$ cat src/rtl/isq_pkg.sv
// Package for the two-word integer square root block.
// Holds word widths, the step-unit result type and shared constants; no dependencies.
package isq_pkg;

  localparam int unsigned WORD_W = 64;
  localparam int unsigned ROOT_W = 64;
  localparam int unsigned RAD_W  = 2 * ROOT_W;
  localparam int unsigned REM_W  = ROOT_W + 3;
  localparam int unsigned CNT_W  = $clog2(ROOT_W);

  localparam logic [ROOT_W-1:0] NORM_MIN = ROOT_W'(1) << (ROOT_W - 2);
  localparam logic [CNT_W-1:0]  CNT_LAST = CNT_W'(ROOT_W - 1);

  typedef struct packed {
    logic             ge;
    logic [REM_W-1:0] diff;
  } isq_step_t;

endpackage

$ cat src/rtl/double_word_isqrt_with_remainder.sv
// Two-word integer square root with remainder: top level with sequencer.
// Depends on isq_pkg and isq_sub_unit.
//
// The block takes a radicand N = value_high * 2^64 + value_low and returns
// root = floor(sqrt(N)) together with N - root*root, split into rem_low (the
// low 64 bits) and rem_carry (bit 64). The upper word must be at least 2^62;
// otherwise the item completes with bad_input set and all other fields zero.
// A restoring digit recurrence settles one root bit per cycle through a single
// shared subtract-and-compare unit once the item is loaded, and the result
// appears on the output register in the cycle after the last step; an
// unnormalized item skips the recurrence and finishes once the output register
// is free. The input side accepts a new item whenever the recurrence is idle,
// and a finished result waiting in the output register does not block that
// acceptance; the last step of the next item stalls until the register is free.
module double_word_isqrt_with_remainder (
  input  logic                       clk_i,
  input  logic                       rst_ni,
  input  logic                       in_valid_i,
  output logic                       in_ready_o,
  input  logic [isq_pkg::WORD_W-1:0] value_high_i,
  input  logic [isq_pkg::WORD_W-1:0] value_low_i,
  output logic                       out_valid_o,
  input  logic                       out_ready_i,
  output logic [isq_pkg::WORD_W-1:0] root_o,
  output logic [isq_pkg::WORD_W-1:0] rem_low_o,
  output logic                       rem_carry_o,
  output logic                       bad_input_o
);
  import isq_pkg::*;

  // Working state of the recurrence.
  logic                 busy_q, busy_d;
  logic                 bad_q, bad_d;
  logic [CNT_W-1:0]     cnt_q, cnt_d;
  logic [RAD_W-1:0]     rad_q, rad_d;
  logic [REM_W-1:0]     rem_q, rem_d;
  logic [ROOT_W-1:0]    s_q, s_d;

  // Output register.
  logic                 out_valid_q, out_valid_d;
  logic [ROOT_W-1:0]    root_q, root_d;
  logic [ROOT_W-1:0]    rem_low_q, rem_low_d;
  logic                 rem_carry_q, rem_carry_d;
  logic                 bad_out_q, bad_out_d;

  logic [ROOT_W-1:0]    hi_word;
  logic [ROOT_W-1:0]    lo_word;
  logic                 in_fire;
  logic                 out_fire;
  logic                 slot_free;
  logic                 last_step;
  logic                 step_en;
  logic                 finish;
  logic [REM_W-1:0]     rem_shift;
  logic [REM_W-1:0]     trial;
  isq_step_t            step;
  logic [REM_W-1:0]     rem_next;
  logic [ROOT_W-1:0]    s_next;

  // Bits above the limb width are ignored.
  assign hi_word = value_high_i[ROOT_W-1:0];
  assign lo_word = value_low_i[ROOT_W-1:0];

  assign in_ready_o = ~busy_q;
  assign in_fire    = in_valid_i & ~busy_q;
  assign out_fire   = out_valid_q & out_ready_i;
  assign slot_free  = ~out_valid_q | out_ready_i;

  // Bring down the next two radicand bits; the trial value is 4s + 1.
  assign rem_shift = {rem_q[REM_W-3:0], rad_q[RAD_W-1 -: 2]};
  assign trial     = REM_W'({s_q, 2'b01});

  isq_sub_unit u_sub (
    .minuend_i    (rem_shift),
    .subtrahend_i (trial),
    .result_o     (step)
  );

  assign rem_next = step.ge ? step.diff : rem_shift;
  assign s_next   = {s_q[ROOT_W-2:0], step.ge};

  // The last step, and a rejected item, need the output register free.
  assign last_step = (cnt_q == '0);
  assign step_en   = busy_q & ~bad_q & (~last_step | slot_free);
  assign finish    = busy_q & slot_free & (bad_q | last_step);

  always_comb begin
    busy_d      = busy_q;
    bad_d       = bad_q;
    cnt_d       = cnt_q;
    rad_d       = rad_q;
    rem_d       = rem_q;
    s_d         = s_q;
    out_valid_d = out_valid_q;
    root_d      = root_q;
    rem_low_d   = rem_low_q;
    rem_carry_d = rem_carry_q;
    bad_out_d   = bad_out_q;

    // Drop the delivered result first; a finishing item may refill the slot.
    if (out_fire) begin
      out_valid_d = 1'b0;
    end

    if (in_fire) begin
      busy_d = 1'b1;
      bad_d  = (hi_word < NORM_MIN);
      cnt_d  = CNT_LAST;
      rad_d  = {hi_word, lo_word};
      rem_d  = '0;
      s_d    = '0;
    end else if (step_en) begin
      rad_d = {rad_q[RAD_W-3:0], 2'b00};
      rem_d = rem_next;
      s_d   = s_next;
      cnt_d = cnt_q - CNT_W'(1);
    end

    if (finish) begin
      busy_d      = 1'b0;
      out_valid_d = 1'b1;
      if (bad_q) begin
        root_d      = '0;
        rem_low_d   = '0;
        rem_carry_d = 1'b0;
        bad_out_d   = 1'b1;
      end else begin
        root_d      = s_next;
        rem_low_d   = rem_next[ROOT_W-1:0];
        rem_carry_d = rem_next[ROOT_W];
        bad_out_d   = 1'b0;
      end
    end
  end

  always_ff @(posedge clk_i or negedge rst_ni) begin
    if (!rst_ni) begin
      busy_q      <= 1'b0;
      out_valid_q <= 1'b0;
    end else begin
      busy_q      <= busy_d;
      out_valid_q <= out_valid_d;
    end
  end

  // Payload and datapath registers carry no reset.
  always_ff @(posedge clk_i) begin
    bad_q       <= bad_d;
    cnt_q       <= cnt_d;
    rad_q       <= rad_d;
    rem_q       <= rem_d;
    s_q         <= s_d;
    root_q      <= root_d;
    rem_low_q   <= rem_low_d;
    rem_carry_q <= rem_carry_d;
    bad_out_q   <= bad_out_d;
  end

  assign out_valid_o = out_valid_q;
  assign root_o      = WORD_W'(root_q);
  assign rem_low_o   = WORD_W'(rem_low_q);
  assign rem_carry_o = rem_carry_q;
  assign bad_input_o = bad_out_q;

endmodule

$ cat src/rtl/isq_sub_unit.sv
// Shared subtract-and-compare unit used once per root bit.
// Depends on isq_pkg.
module isq_sub_unit (
  input  logic [isq_pkg::REM_W-1:0] minuend_i,
  input  logic [isq_pkg::REM_W-1:0] subtrahend_i,
  output isq_pkg::isq_step_t        result_o
);
  import isq_pkg::*;

  logic [REM_W:0] wide_diff;

  // The top bit of the widened difference is the borrow.
  assign wide_diff     = {1'b0, minuend_i} - {1'b0, subtrahend_i};
  assign result_o.diff = wide_diff[REM_W-1:0];
  assign result_o.ge   = ~wide_diff[REM_W];

endmodule
$ cat config.mk
export PLATFORM = sky130hd
export DESIGN_NAME = double_word_isqrt_with_remainder
export DESIGN_NICKNAME = d
export VERILOG_FILES = /design/src/rtl/isq_pkg.sv /design/src/rtl/double_word_isqrt_with_remainder.sv /design/src/rtl/isq_sub_unit.sv
export SDC_FILE = /design/constraint.sdc
export NUM_CORES = 1
export LEC_CHECK = 0
export ABC_AREA = 1
export BUFFER_PORTS_ARGS = -buffer_cell sky130_fd_sc_hd__clkbuf_2
export CORE_MARGIN = 2
export CORE_UTILIZATION = 45
export DETAILED_ROUTE_END_ITERATION = 10
export GPL_TIMING_DRIVEN = 0
export PLACE_DENSITY = 0.66
export SYNTH_ARGS = -nofsm -noshare
export SYNTH_HDL_FRONTEND = slang
export SYNTH_HIERARCHICAL = 1
export SYNTH_SLANG_ARGS = --single-unit
$ cat constraint.sdc
create_clock -name clk_i -period 7.25 [get_ports clk_i]
set_input_delay 0.725 -clock clk_i [delete_from_list [all_inputs] [get_ports clk_i]]
set_output_delay 0.725 -clock clk_i [all_outputs]
set_load 0.005 [all_outputs]
== Yosys cells after proc, flatten, opt, wreduce, memory -nomap -nowiden ==
Index checks and enable logic that the tools add are counted.

* Register bits: 396
* Output and inout bits: 132
* Input bits: 132
* Word-level logic and storage cells: 40
* Memories: 0
* Bits in read-only memories: 0
* Latch bits: 0
* Memory bits (writable): 0

* Eq/ne operators: 0
* Add/subtract/negate cells: 2
* Muxes and demuxes: 8
* Multiply operators: 0
* Magnitude comparators: 1
* Reductions and logical operators: 4
* Shift operators: 0
* Bitwise operators: 14
* Div/mod/pow operators: 0

{| class="wikitable"
|+ Operator list
! cell !! count
|-
| two-way mux 128 bit || 2
|-
| subtractor 67 x 66 -> 68 bit || 1
|-
| two-way mux 65 bit || 1
|-
| less-than comparator 64 x 63 -> 1 bit, second input constant || 1
|-
| bitwise AND 1 bit || 6
|-
| zero test 6 bit || 1
|-
| nonzero test 2 bit || 3
|-
| subtractor 6 x 1 -> 6 bit, second input constant || 1
|-
| two-way mux 1 bit || 5
|-
| inverter 1 bit || 5
|-
| bitwise OR 1 bit || 3
|}

== Longest topological paths before layout ==
Gate-level depths: netlist (run 1).

* Depth after elaboration: 6
* Mapped depth: 22
* Mapped depth without buffers: 20

== Hierarchy ==
Netlist (run 1), hierarchy kept.

{| class="wikitable"
|+ Modules (own cells, without submodules)
! module !! seq. area each (um2) !! area an instance (um2) !! instances !! cells an instance
|-
| double_word_isqrt_with_remainder || 10,530.1 || 17,451.7 || 1 || 1,809
|-
| isq_sub_unit || 0.0 || 6,104.6 || 1 || 1,262
|}

== Worst setup path after synthesis (run 1) ==
OpenSTA, ideal clock, no wires.

* Path kind: register -> register
* Start point: reg cnt_q[0]
* End point: reg bad_out_q (netlist: bad_input_o), enable pin
* Buffers on the path: 0
* Arrival: 6,334 ps
* Slack: 293 ps
* Setup time: 623 ps
* Clock period less this slack: 6,957 ps
* Required time: 6,627 ps
* Stages on the path, launching flop included: 7
* Cell sequence: dfxtp_1 -> inv_1 -> ha_1 -> nand3_1 -> nand2_1 -> nand2_1 -> nor2_1

* Longest elaborated chain between the ends: 3

{| class="wikitable"
|+ RTL lines
! what !! RTL line !! RTL
|-
| start: declaration || double_word_isqrt_with_remainder.sv:34 || <nowiki>logic [CNT_W-1:0] cnt_q, cnt_d;</nowiki>
|-
| start signal: assignment || double_word_isqrt_with_remainder.sv:149 || <nowiki>cnt_q <= cnt_d;</nowiki>
|-
| zero test 6 bit || double_word_isqrt_with_remainder.sv:83 || <nowiki>assign last_step = (cnt_q == '0);</nowiki>
|-
| bitwise OR 1 bit || double_word_isqrt_with_remainder.sv:85 || <nowiki>assign finish = busy_q & slot_free & (bad_q | last_step);</nowiki>
|-
| bitwise AND 1 bit || double_word_isqrt_with_remainder.sv:85 ||
|-
| net finish || double_word_isqrt_with_remainder.sv:53 || <nowiki>logic finish;</nowiki>
|-
| end signal: assignment || double_word_isqrt_with_remainder.sv:156 || <nowiki>bad_out_q <= bad_out_d;</nowiki>
|-
| end: declaration || double_word_isqrt_with_remainder.sv:44 || <nowiki>logic bad_out_q, bad_out_d;</nowiki>
|}

The timed path passes the listed nets, and every way through them passes these cells.
A chain may end at the register's enable or synchronous reset.

== Worst setup path in the final report (run 1) ==
* Start point: reg s_q[7]
* End point: reg rem_carry_q (netlist: rem_carry_o), data pin

* Longest elaborated chain between the ends: 2

{| class="wikitable"
|+ RTL lines
! what !! RTL line !! RTL
|-
| start: declaration || double_word_isqrt_with_remainder.sv:37 || <nowiki>logic [ROOT_W-1:0] s_q, s_d;</nowiki>
|-
| start signal: assignment || double_word_isqrt_with_remainder.sv:152 || <nowiki>s_q <= s_d;</nowiki>
|-
| subtractor 67 x 66 -> 68 bit || isq_sub_unit.sv:13 || <nowiki>assign wide_diff = {1'b0, minuend_i} - {1'b0, subtrahend_i};</nowiki>
|-
| two-way mux 65 bit || double_word_isqrt_with_remainder.sv:79 || <nowiki>assign rem_next = step.ge ? step.diff : rem_shift;</nowiki>
|-
| end signal: assignment || double_word_isqrt_with_remainder.sv:155 || <nowiki>rem_carry_q <= rem_carry_d;</nowiki>
|-
| end: declaration || double_word_isqrt_with_remainder.sv:43 || <nowiki>logic rem_carry_q, rem_carry_d;</nowiki>
|}

No other way between the ends.

==> metrics.csv, run 1 <==
stage,metric,value,unit
critical_path,worst path arrival time,4.01,ns
drt,DR vias,19900,
cts,clock-pin slew on the worst setup and hold paths,0.06,ns
critical_path,worst r2r path cells,17,
timing,RSZ-0062 raised after global routing,false,
timing,max-slew violations,0,
place,GP Congestion,0.955,
finish,layout cells sized above 1,0.190,
drt,DRC viols,0,
critical_path,"Largest stage delay, worst path",0.39,ns
drt,via-per-instance ratio,4.90,
cts,Resized Gates After CTS,0,
finish,"most common cell after layout, fill and taps aside",nand2_1,
cts,Skew-Pair Late Insertion Delay,0.59,ns
cts,CTS sink cnt,396,
finish,Fillers,5171,
critical_path,Reg2Reg Launch Point,s_q[7],
timing,post-layout min period,3.69,ns
timing,Fin Clk Skew,0.0199,ns
finish,number of nets in the layout,3555,
critical_path,terminus of the critical flop-to-flop path,rem_carry_o,
timing,Least-Margin Pin Slew,1.15,ns
global_route,vias in the first global route,19000,
pwr,leakage,13.4,nW
timing,Setup Viol. Count Final,0,
critical_path,CP Max Fanout,10,
finish,most frequent cells in the layout,"nand2_1, inv_1, nor2_1",
pwr,Total Power,14.2,mW
finish,area of the multi-input gates,0.0104,mm2
critical_path,CP Class,register to register,
finish,Antenna diodes,0,
critical_path,critical path's most frequent cell,nand2_1,
critical_path,slowest CP cell,dfxtp_1,
timing,normalized max-slew margin,0.235,
global_route,largest net degree at the start of global routing,70,
drt,First-pass DRT Iterations,5,
synth,Post-Syn Area,0.0234,mm2
cts,hold-fix buffers at CTS,1,
run_status,outcome,"finished, final reports clean",
job,maxcap violations,0,
global_route,first-pass GRT wire length,102000,um
place,hpwl dp,49900,um
cts,H-tree Lvls,2,
timing,FMAX,271,MHz
floorplanning,Die Y,232,um
cts,Max clock buf depth,3,
floorplanning,Starting Density,0.455,
drt,iteration-0 DRC count of the detailed router,1283,
global_route,total gr overflow,0,
place,IO Port Bufs,263,
cts,post-CTS setup buffers,0,
critical_path,critical path cell sequence,"inv_1, ha_1, nand2_1, inv_1, a21oi_1, nand2_1, nand2_1, nand2_2, nand2_1, nand3_1, nand2_1, nand2_1, buf_2, clkbuf_2, or2_2, o21ai_1, nor2_1",
critical_path,flop-to-flop setup slack,3.56,ns
pwr,Power per Cell Area,526,mW/mm2
worst_hold_path,hold path startpoint,value_high_i[1],
cts,TritonCTS clock tree,yes,
floorplanning,DIE AREA,0.0539,mm2
drt,per-cell routed wire length,15.9,um
timing,fraction of the cycle the final worst path needs,0.509,
critical_path,Worst setup EP type,register,
finish,area grow syn2layout,15.5,%
critical_path,Worst EP required,7.57,ns
cts,Root Driver,clkbuf_16,
synth,Avg Synthesized Cell Area,7.71,um2
synth,Yosys Warn Count,6,
floorplanning,Die W,232,um
worst_hold_path,worst hold path cell count,3,
global_route,GRT Util Overall,0.242,
floorplanning,I/O pin count,264,
worst_hold_path,Worst Hold Class,input port to register,
global_route,initial antenna violation count,3,
drt,"antenna viol nets, final",0,
synth,Mapped Cells,3037,
timing,Fin Setup TNS,0,ns
pwr,VDD IR max,0.272,mV
critical_path,crit path launch type,register,
timing,final hold vios,0,
drt,Routed WL,64800,um
floorplanning,std cell rows,83,
finish,Sequential Area,0.0105,mm2
worst_hold_path,Hold EP,rad_q[65],
cts,cts bufs inserted,43,
floorplanning,total core area,0.0514,mm2
-- worst max-delay path: cells and delay by family, from the launching register on --
family	cells	cell delay (ns)
AO/OA/AOI/OAI	2	0.63
adder cells (fa/ha/maj)	1	0.34
buffers and inverters	4	0.68
flip-flops	1	0.39
AND/OR/NAND/NOR	10	1.39
-- how the worst max path moves through the flow --
stage,endpoint,startpoint,cells after the start
after detailed placement,rem_carry_o,s_q[8],17
after floorplan,bad_input_o,cnt_q[0],6
after CTS,rem_carry_o,s_q[3],19
after global placement,root_o[62],cnt_q[0],6
final,rem_carry_o,s_q[7],17
after global routing,rem_carry_o,s_q[3],19
-- layer usage --
layer,GRT usage,share of wire,up-vias
met5,0,0.00056,-
li1,-,-,10200
met2,0.387,0.45,505
met4,0.0815,0.033,6
met3,0.0636,0.073,118
met1,0.316,0.45,9109
-- stage by stage --
stage / instances / setup WS, ns / util / area [um2] / hold WS, ns
finish: 4068 / 3.56 / 0.526 / 27000 / 0.401
global route: 4068 / 3.39 / 0.526 / 27000 / 0.394
CTS: 4068 / 3.63 / 0.526 / 27000 / 0.371
detailed placement: 3987 / 3.63 / 0.500 / 25700 / 0.452
global placement: 3982 / -2.38 / 0.498 / 25600 / 0.440
floorplan: 3039 / 0.293 / - / 23400 / 0.429
-- layout make-up --
class	instances	area share
Inverter	405	0.0562
Timing Repair Buffer	269	0.0530
Clock buffer	57	0.0421
Clock inverter	23	0.00648
Tap cell	680	0.0315
Buffer	128	0.0354
Sequential cell	396	0.389
Multi-Input combinational cell	2110	0.386
-- power by group --
| group | internal, mW | switching (mW) |
|---|---|---|
| Sequential | 3.49 | 0.452 |
| Combinational | 2.69 | 5.48 |
| Clock | 1.16 | 0.938 |
-- registers in the layout (all words and copies together), names as in the netlist --
signal,count
bad_input_o,1
bad_q,1
busy_q,1
cnt_q,6
out_valid_o,1
rad_q,128
rem_carry_o,1
rem_low_o,64
rem_q,65
root_o,64
s_q,64
No activity file was read; power rests on OpenSTA's default activity.
==> run 2: changes to the inputs <==
--- a/config.mk
+++ b/config.mk
@@ -11,7 +11,6 @@
 export CORE_UTILIZATION = 45
 export DETAILED_ROUTE_END_ITERATION = 10
 export GPL_TIMING_DRIVEN = 0
-export PLACE_DENSITY = 0.66
 export SYNTH_ARGS = -nofsm -noshare
 export SYNTH_HDL_FRONTEND = slang
 export SYNTH_HIERARCHICAL = 1
==> constraint.sdc (replaced) <==
create_clock -name clk_i -period 3.4 [get_ports clk_i]
set_input_delay 0.34 -clock clk_i [delete_from_list [all_inputs] [get_ports clk_i]]
set_output_delay 0.34 -clock clk_i [all_outputs]
set_load 0.005 [all_outputs]
==> run 2 against run 1 <==
Against the previous run:
- via count is 0.75% higher
- register-to-register slack worse by 3.4 ns
- non-clock buffer count is 12 higher
- die area stayed put
- first-iteration DRC count is 0.94% higher
- critical path depth is 3 higher
- largest power group unchanged
- utilization is 0.40 points higher
- critical path type unchanged
- clock power is 110% higher
- clock skew is 0.0051 ns higher
- highest routed layer is now met4
==> metrics.csv, run 2 (synthesis results as in run 1) <==
stage,metric,value,unit,change
run_status,outcome,"finished, final reports clean",,unchanged
pwr,Comb power frac,0.587,,was 0.575
floorplanning,DIE AREA,0.0539,mm2,unchanged
place,GP Congestion,0.945,,was 0.955
place,hpwl dp,52700,um,was 49900 um
cts,Skew-Pair Late Insertion Delay,0.59,ns,about the same
drt,per-cell routed wire length,16.5,um,was 15.9 um
pwr,sw frac,0.488,,was 0.483
global_route,total gr overflow,0,,unchanged
critical_path,worst path arrival time,3.56,ns,was 4.01 ns
critical_path,critical path cell sequence,"inv_1, ha_1, inv_1, nand3_1, nand3_2, nand2_1, nand2_2, nand2_1, nand2_1, nand2_1, nand2_2, nand2_2, nand3_2, nand2_1, nand2_2, inv_2, buf_4, clkbuf_2, o21ai_0, nor2_1",,"was inv_1, ha_1, nand2_1, inv_1, a21oi_1, nand2_1, nand2_1, nand2_2, nand2_1, nand3_1, nand2_1, nand2_1, buf_2, clkbuf_2, or2_2, o21ai_1, nor2_1"
global_route,GRT Util Overall,0.250,,was 0.242
cts,clock-pin slew on the worst setup and hold paths,0.06,ns,about the same
finish,"non-filler cells, final",4075,,was 4068
floorplanning,std cell rows,83,,unchanged
cts,cts bufs inserted,42,,was 43
critical_path,CP Max Fanout,10,,unchanged
global_route,initial antenna violation count,0,,was 3
drt,iteration-0 DRC count of the detailed router,1295,,was 1283
finish,Finished Cell Area,0.0272,mm2,was 0.0270 mm2
timing,Least-Margin Pin Slew,1.25,ns,was 1.15 ns
pwr,VDD IR max,0.452,mV,was 0.272 mV
timing,normalized max-slew margin,0.169,,was 0.235
timing,fraction of the cycle the final worst path needs,0.959,,was 0.509
cts,Root Driver,clkbuf_16,,unchanged
timing,Setup Viol. Count Final,0,,unchanged
pwr,leakage,13.4,nW,about the same
cts,Max clock buf depth,3,,unchanged
timing,Fin Clk Skew,0.0250,ns,was 0.0199 ns
pwr,internal power,15.8,mW,was 7.34 mW
drt,DRT met1 WL,30400,um,was 28900 um
place,IO Port Bufs,263,,unchanged
floorplanning,I/O pin count,264,,unchanged
pwr,Psw,15.1,mW,was 6.87 mW
critical_path,CP Class,register to register,,unchanged
floorplanning,Die W,232,um,unchanged
critical_path,critical path's most frequent cell,nand2_1,,unchanged
finish,largest register by flop count,rad_q,,unchanged
timing,FMAX,307,MHz,was 271 MHz
timing,RSZ-0062 raised after global routing,true,,was false
cts,H-tree Lvls,2,,unchanged
pwr,Power per Cell Area,1130,mW/mm2,was 526 mW/mm2
drt,WL met2,31500,um,was 29000 um
finish,max reg flops,128,,unchanged
drt,highest routed layer,met4,,was met5
timing,post-layout min period,3.26,ns,was 3.69 ns
drt,Routed WL,67300,um,was 64800 um
critical_path,Worst setup EP type,register,,unchanged
floorplanning,Starting Density,0.455,,unchanged
global_route,largest net degree at the start of global routing,119,,was 70
critical_path,crit path launch type,register,,unchanged
timing,max-slew violations,0,,unchanged
job,maxcap violations,0,,unchanged
floorplanning,Die Y,232,um,unchanged
finish,layout cells sized above 1,0.199,,was 0.190
pwr,sequential power share,0.273,,was 0.278
global_route,first-pass GRT wire length,105000,um,was 102000 um
worst_hold_path,Worst Hold Class,input port to register,,unchanged
floorplanning,total core area,0.0514,mm2,unchanged
critical_path,"Largest stage delay, worst path",0.50,ns,was 0.39 ns
timing,final hold vios,0,,unchanged
timing,Fin Hold WS,0.0233,ns,was 0.401 ns
drt,"antenna viol nets, final",0,,unchanged
finish,area grow syn2layout,16.3,%,was 15.5%
cts,TritonCTS clock tree,yes,,unchanged
place,Placed Instances,3986,,was 3987
place,Placed Area,0.0257,mm2,about the same
finish,number of nets in the layout,3566,,was 3555
pwr,Clk pwr share,0.140,,was 0.147
drt,DR vias,20100,,was 19.9k
finish,"most common cell after layout, fill and taps aside",nand2_1,,unchanged
drt,First-pass DRT Iterations,6,,was 5
drt,via-per-instance ratio,4.93,,was 4.90
global_route,vias in the first global route,19400,,was 19.0k
finish,most frequent cells in the layout,"nand2_1, inv_1, nor2_1",,unchanged
cts,CTS sink cnt,396,,unchanged
critical_path,Worst EP required,3.70,ns,was 7.57 ns
drt,DRC viols,0,,unchanged
drt,WL met3,4060,um,was 4750 um
finish,Top Registers,"rad_q x128, rem_q x65",,unchanged
critical_path,slowest CP cell,edfxtp_1,,was dfxtp_1
-- run 2: cell types whose count changed in the layout (fill, tap and decap cells not counted), sizes merged --
cell,delta
diode,+1
dlygate4sd3,+12
inv,-1
bufinv,-1
buf,+3
clkinvlp,-1
clkinv,-7
clkbuf,+1
-- run 2: per-stage QoR --
stage	setup slack [ns]	TNS (ns)	util	power [mW]
3_5_place_dp	-0.409	-6.23	0.500	26.0
4_1_cts	0.00941	0	0.528	30.6
3_3_place_gp	-0.683	-167.49	0.498	25.8
5_1_grt	-0.0278	-0.130	0.530	33.6
2_1_floorplan	0.138	0	-	20.6
6_report	0.138	0	0.530	30.9
-- run 2: worst paths after layout --
check,endpoint,depth (start not counted),from,slack [ns]
worst min-delay path,rad_q[67],3,value_high_i[3],0.02
worst min register to register,cnt_q[0],2,cnt_q[0],0.48
worst max register to register,rem_low_o[6],20,rad_q[126],0.14
min in group asynchronous,out_valid_o,2,rst_ni,0.10
worst max-delay path,rem_low_o[6],20,rad_q[126],0.14
max in group asynchronous,busy_q,2,rst_ni,3.20
-- run 2: routing by layer --
metal,track usage,up-vias
met5,0,-
met4,0.0561,0
met3,0.0458,74
met2,0.418,473
met1,0.335,9323
li1,-,10200
-- run 2: cell type report --
cell class | instances | area, um2
antenna | 1 | 2.50
buffer | 128 | 976
clock buffer | 61 | 1160
clock inverter | 13 | 109
fill | 5093 | 24200
inverter | 405 | 1520
multi-input combinational | 2110 | 10500
sequential | 396 | 10500
tap | 680 | 851
timing repair buffer | 281 | 1540
-- run 2: power by group through the flow --
stage | Combinational, mW | Sequential, mW | Clock, mW
2_1_floorplan | 12.3 | 8.29 | 0
3_3_place_gp | 17.3 | 8.51 | 0
3_5_place_dp | 17.5 | 8.50 | 0
4_1_cts | 17.7 | 8.43 | 4.45
5_1_grt | 20.4 | 8.63 | 4.63
6_report | 18.1 | 8.43 | 4.34
-- run 2: critical path, delay by kind of cell (launching register included) --
kind | cells | cell delay, ns
flip-flops | 1 | 0.50
AND/OR/NAND/NOR | 13 | 1.28
adder cells (fa/ha/maj) | 1 | 0.23
AO/OA/AOI/OAI | 1 | 0.26
buffers and inverters | 5 | 0.70
-- run 2: timing repair --
| action | CTS | global route |
|---|---|---|
| gates resized for setup | 14 | 57 |
| hold buffers | 13 | 0 |
| setup buffers | 0 | 1 |
| setup endpoints to repair | 111 | 126 |
| hold endpoints to repair | 14 | 0 |
==> run 3: changes to the inputs <==
--- a/config.mk
+++ b/config.mk
@@ -11,7 +11,8 @@
 export CORE_UTILIZATION = 45
 export DETAILED_ROUTE_END_ITERATION = 10
 export GPL_TIMING_DRIVEN = 0
+export RECOVER_POWER = 100
 export SYNTH_ARGS = -nofsm -noshare
 export SYNTH_HDL_FRONTEND = slang
-export SYNTH_HIERARCHICAL = 1
 export SYNTH_SLANG_ARGS = --single-unit
+export TNS_END_PERCENT = 20
==> run 3 against run 2 <==
Against the previous run:
- synthesized cell count shrank 4.5%
- routed wire length is 2.9% lower
- count of clock-buffer cells in the layout fell by 1
- utilization down 0.73 points
- largest power group unchanged
- critical path type unchanged
- global-route usage rose by 1.4 points
- combinational power down 15%
==> metrics.csv, run 3 <==
stage,metric,value,unit,change
finish,number of nets in the layout,3410,,was 3566
critical_path,worst path arrival time,3.56,ns,about the same
floorplanning,I/O pin count,264,,unchanged
place,Placed Instances,3781,,was 3986
finish,most frequent cells in the layout,"nand2_1, inv_1, edfxtp_1",,"was nand2_1, inv_1, nor2_1"
synth,Yosys top cell by area,edfxtp_1,,
critical_path,Worst setup EP type,register,,unchanged
pwr,Comb power frac,0.569,,was 0.587
drt,via-per-instance ratio,4.83,,was 4.93
timing,RSZ-0062 raised after global routing,false,,was true
timing,Fin Clk Skew,0.0362,ns,was 0.0250 ns
pwr,Total Power,27.1,mW,was 30.9 mW
drt,iteration-0 DRC count of the detailed router,1403,,was 1295
critical_path,Worst EP required,3.72,ns,was 3.70 ns
synth,multiplexer area fraction after synthesis,0,,
cts,Root Driver,clkbuf_16,,unchanged
floorplanning,Starting Density,0.454,,was 0.455
global_route,GRT Util Overall,0.264,,was 0.250
place,IO Port Bufs,263,,unchanged
timing,FMAX,308,MHz,was 307 MHz
timing,max-slew violations,0,,unchanged
drt,DRC viols,0,,unchanged
cts,Skew-Pair Late Insertion Delay,0.60,ns,was 0.59 ns
finish,max reg flops,128,,unchanged
synth,Post-Syn Area,0.0216,mm2,was 0.0234 mm2
finish,fin util,0.523,,was 0.530
drt,Routed WL,65400,um,was 67300 um
finish,"non-filler cells, final",3859,,was 4075
pwr,sequential power share,0.268,,was 0.273
place,hpwl dp,51600,um,was 52700 um
timing,Fin Hold WS,0.0319,ns,was 0.0233 ns
timing,fraction of the cycle the final worst path needs,0.954,,was 0.959
timing,Setup Viol. Count Final,0,,unchanged
synth,post-synthesis xor/xnor area fraction,0.0130,,
synth,Synth top area share,0.360,,
synth,Avg Synthesized Cell Area,7.44,um2,was 7.71 um2
critical_path,crit path launch type,register,,unchanged
floorplanning,DIE AREA,0.0497,mm2,was 0.0539 mm2
cts,clock-pin slew on the worst setup and hold paths,0.06,ns,about the same
synth,simple-gate area share of the yosys netlist,0.305,,
pwr,Psw,13.3,mW,was 15.1 mW
synth,"EDFF count, synth",259,,
timing,final hold vios,0,,unchanged
synth,sequential-to-total area share from yosys stat,0.488,,
finish,"most common cell after layout, fill and taps aside",nand2_1,,unchanged
global_route,vias in the first global route,18200,,was 19.4k
synth,Post-Synth Adder-Cell Area,0.0388,,
synth,"Top FF cell, synth",edfxtp_1,,
finish,Top Registers,"rad_q x128, rem_q x65",,unchanged
floorplanning,total core area,0.0475,mm2,was 0.0514 mm2
floorplanning,std cell rows,80,,was 83
drt,per-cell routed wire length,16.9,um,was 16.5 um
synth,Cell variety after synth,41,,
critical_path,CP Class,register to register,,unchanged
finish,Finished Cell Area,0.0248,mm2,was 0.0272 mm2
place,Placed Area,0.0238,mm2,was 0.0257 mm2
run_status,outcome,"finished, final reports clean",,unchanged
synth,Post-synth ARST share,0.00505,,
synth,dominant cells by area after synthesis,"edfxtp_1, nand2_1, dfxtp_1",,
timing,normalized max-slew margin,0.0807,,was 0.169
drt,"antenna viol nets, final",0,,unchanged
pwr,sw frac,0.490,,was 0.488
floorplanning,Die W,223,um,was 232 um
synth,"FF+latch count, synth",396,,
synth,Mapped Cells,2899,,was 3037
pwr,Power per Cell Area,1090,mW/mm2,was 1130 mW/mm2
place,GP Congestion,0.920,,was 0.945
global_route,first-pass GRT wire length,101000,um,was 105000 um
worst_hold_path,Worst Hold Class,input port to register,,unchanged
global_route,initial antenna violation count,2,,was 0
synth,Compound-Gate Fraction of Synth Area,0.0521,,
cts,CTS sink cnt,396,,unchanged
critical_path,CP Max Fanout,10,,unchanged
global_route,total gr overflow,0,,unchanged
drt,First-pass DRT Iterations,5,,was 6
cts,H-tree Lvls,2,,unchanged
pwr,leakage,12.5,nW,was 13.4 nW
finish,largest register by flop count,rad_q,,unchanged
cts,cts bufs inserted,41,,was 42
synth,Yosys Warn Count,0,,was 6
synth,most frequent cell after synthesis,nand2_1,,
timing,Least-Margin Pin Slew,1.38,ns,was 1.25 ns
drt,DR vias,18600,,was 20.1k
finish,area grow syn2layout,15.1,%,was 16.3%
synth,post-synthesis net count,3098,,
finish,layout cells sized above 1,0.112,,was 0.199
pwr,Clk pwr share,0.162,,was 0.140
global_route,largest net degree at the start of global routing,119,,unchanged
job,maxcap violations,0,,unchanged
floorplanning,Die Y,223,um,was 232 um
pwr,VDD IR max,0.445,mV,was 0.452 mV
cts,Max clock buf depth,3,,unchanged
synth,largest family of logic cells by synthesized area,simple AND/OR/NAND/NOR gates,,
cts,TritonCTS clock tree,yes,,unchanged
synth,Commonest cells post-synth,"nand2_1, inv_1, edfxtp_1, nor2_1, dfxtp_1",,
timing,post-layout min period,3.24,ns,was 3.26 ns
pwr,internal power,13.8,mW,was 15.8 mW
## run 3: through the flow
| step | setup WS [ns] | TNS, ns |
|---|---|---|
| 3_3_place_gp | -1.33 | -254.76 |
| 3_5_place_dp | 0.00815 | 0 |
| 6_report | 0.158 | 0 |
| 5_1_grt | 0.00370 | 0 |
| 4_1_cts | 0.0216 | 0 |
| 2_1_floorplan | 0.0382 | 0 |
## run 3: layer usage
layer / vias to the layer above / wire length (um) / GRT usage
met3: 100 / 4180 / 0.0511
met5: - / 0 / 0
li1: 9579 / - / -
met1: 8486 / 30100 / 0.360
met4: 0 / 2120 / 0.0914
met2: 483 / 29000 / 0.420
## run 3: worst paths after layout
| path | startpoint | endpoint | slack, ns | cells after the start |
|---|---|---|---|---|
| hold / removal | in_valid_i | busy_q | 0.03 | 3 |
| hold reg to reg | cnt_q[3] | cnt_q[3] | 0.47 | 2 |
| setup / recovery | s_q[43] | rem_low_o[47] | 0.16 | 16 |
| setup reg to reg | s_q[43] | rem_low_o[47] | 0.16 | 16 |
| min in group asynchronous | rst_ni | busy_q | 0.11 | 2 |
| max in group asynchronous | rst_ni | out_valid_o | 3.16 | 2 |
## run 3: timing repair
item	CTS	global route
cloned	0	0
endpoints found under the hold margin	3	0
hold buffers	2	0
buffers inserted	0	0
resized for setup	1	2
setup endpoints to repair	1	11
## run 3: final cells by class
cell class / count / area [um2]
fillers: 4790 / 22700
well taps: 615 / 769
repair buffers: 269 / 1300
clock inverters: 15 / 111
inverters: 482 / 1810
multi-input cells: 1936 / 8750
diodes: 1 / 2.50
clock buffers: 60 / 1190
flip-flops and latches: 396 / 10500
plain buffers: 85 / 389
## run 3: worst max-delay path: stages (launching register included)
cell and delay [ns]:
dfxtp_1 0.30, inv_1 0.09, ha_1 0.44, nand2_1 0.14, inv_1 0.06, nand2_1 0.06
nand2_1 0.08, nand2_1 0.07, nand2_1 0.06, o21bai_4 0.18, a21oi_4 0.34, nand2_4 0.09
inv_2 0.32, buf_2 0.42, nand2_1 0.14, nand2_1 0.09, nor2_1 0.04
## run 3: cells by family after synthesis
logic type,count (synthesis)
AND/OR/NAND/NOR,1658
buffers and inverters,567
flip-flops,396
AO/OA/AOI/OAI,179
adder cells (fa/ha/maj),67
XOR/XNOR,32
## run 3: power by group through the flow
stage / registers [mW] / clock network [mW] / logic [mW]
after global routing: 7.40 / 4.66 / 17.3
final: 7.28 / 4.39 / 15.4
after CTS: 7.28 / 4.49 / 15.9
after global placement: 7.39 / 0 / 15.7
after detailed placement: 7.36 / 0 / 15.8
after floorplan: 7.31 / 0 / 10.8
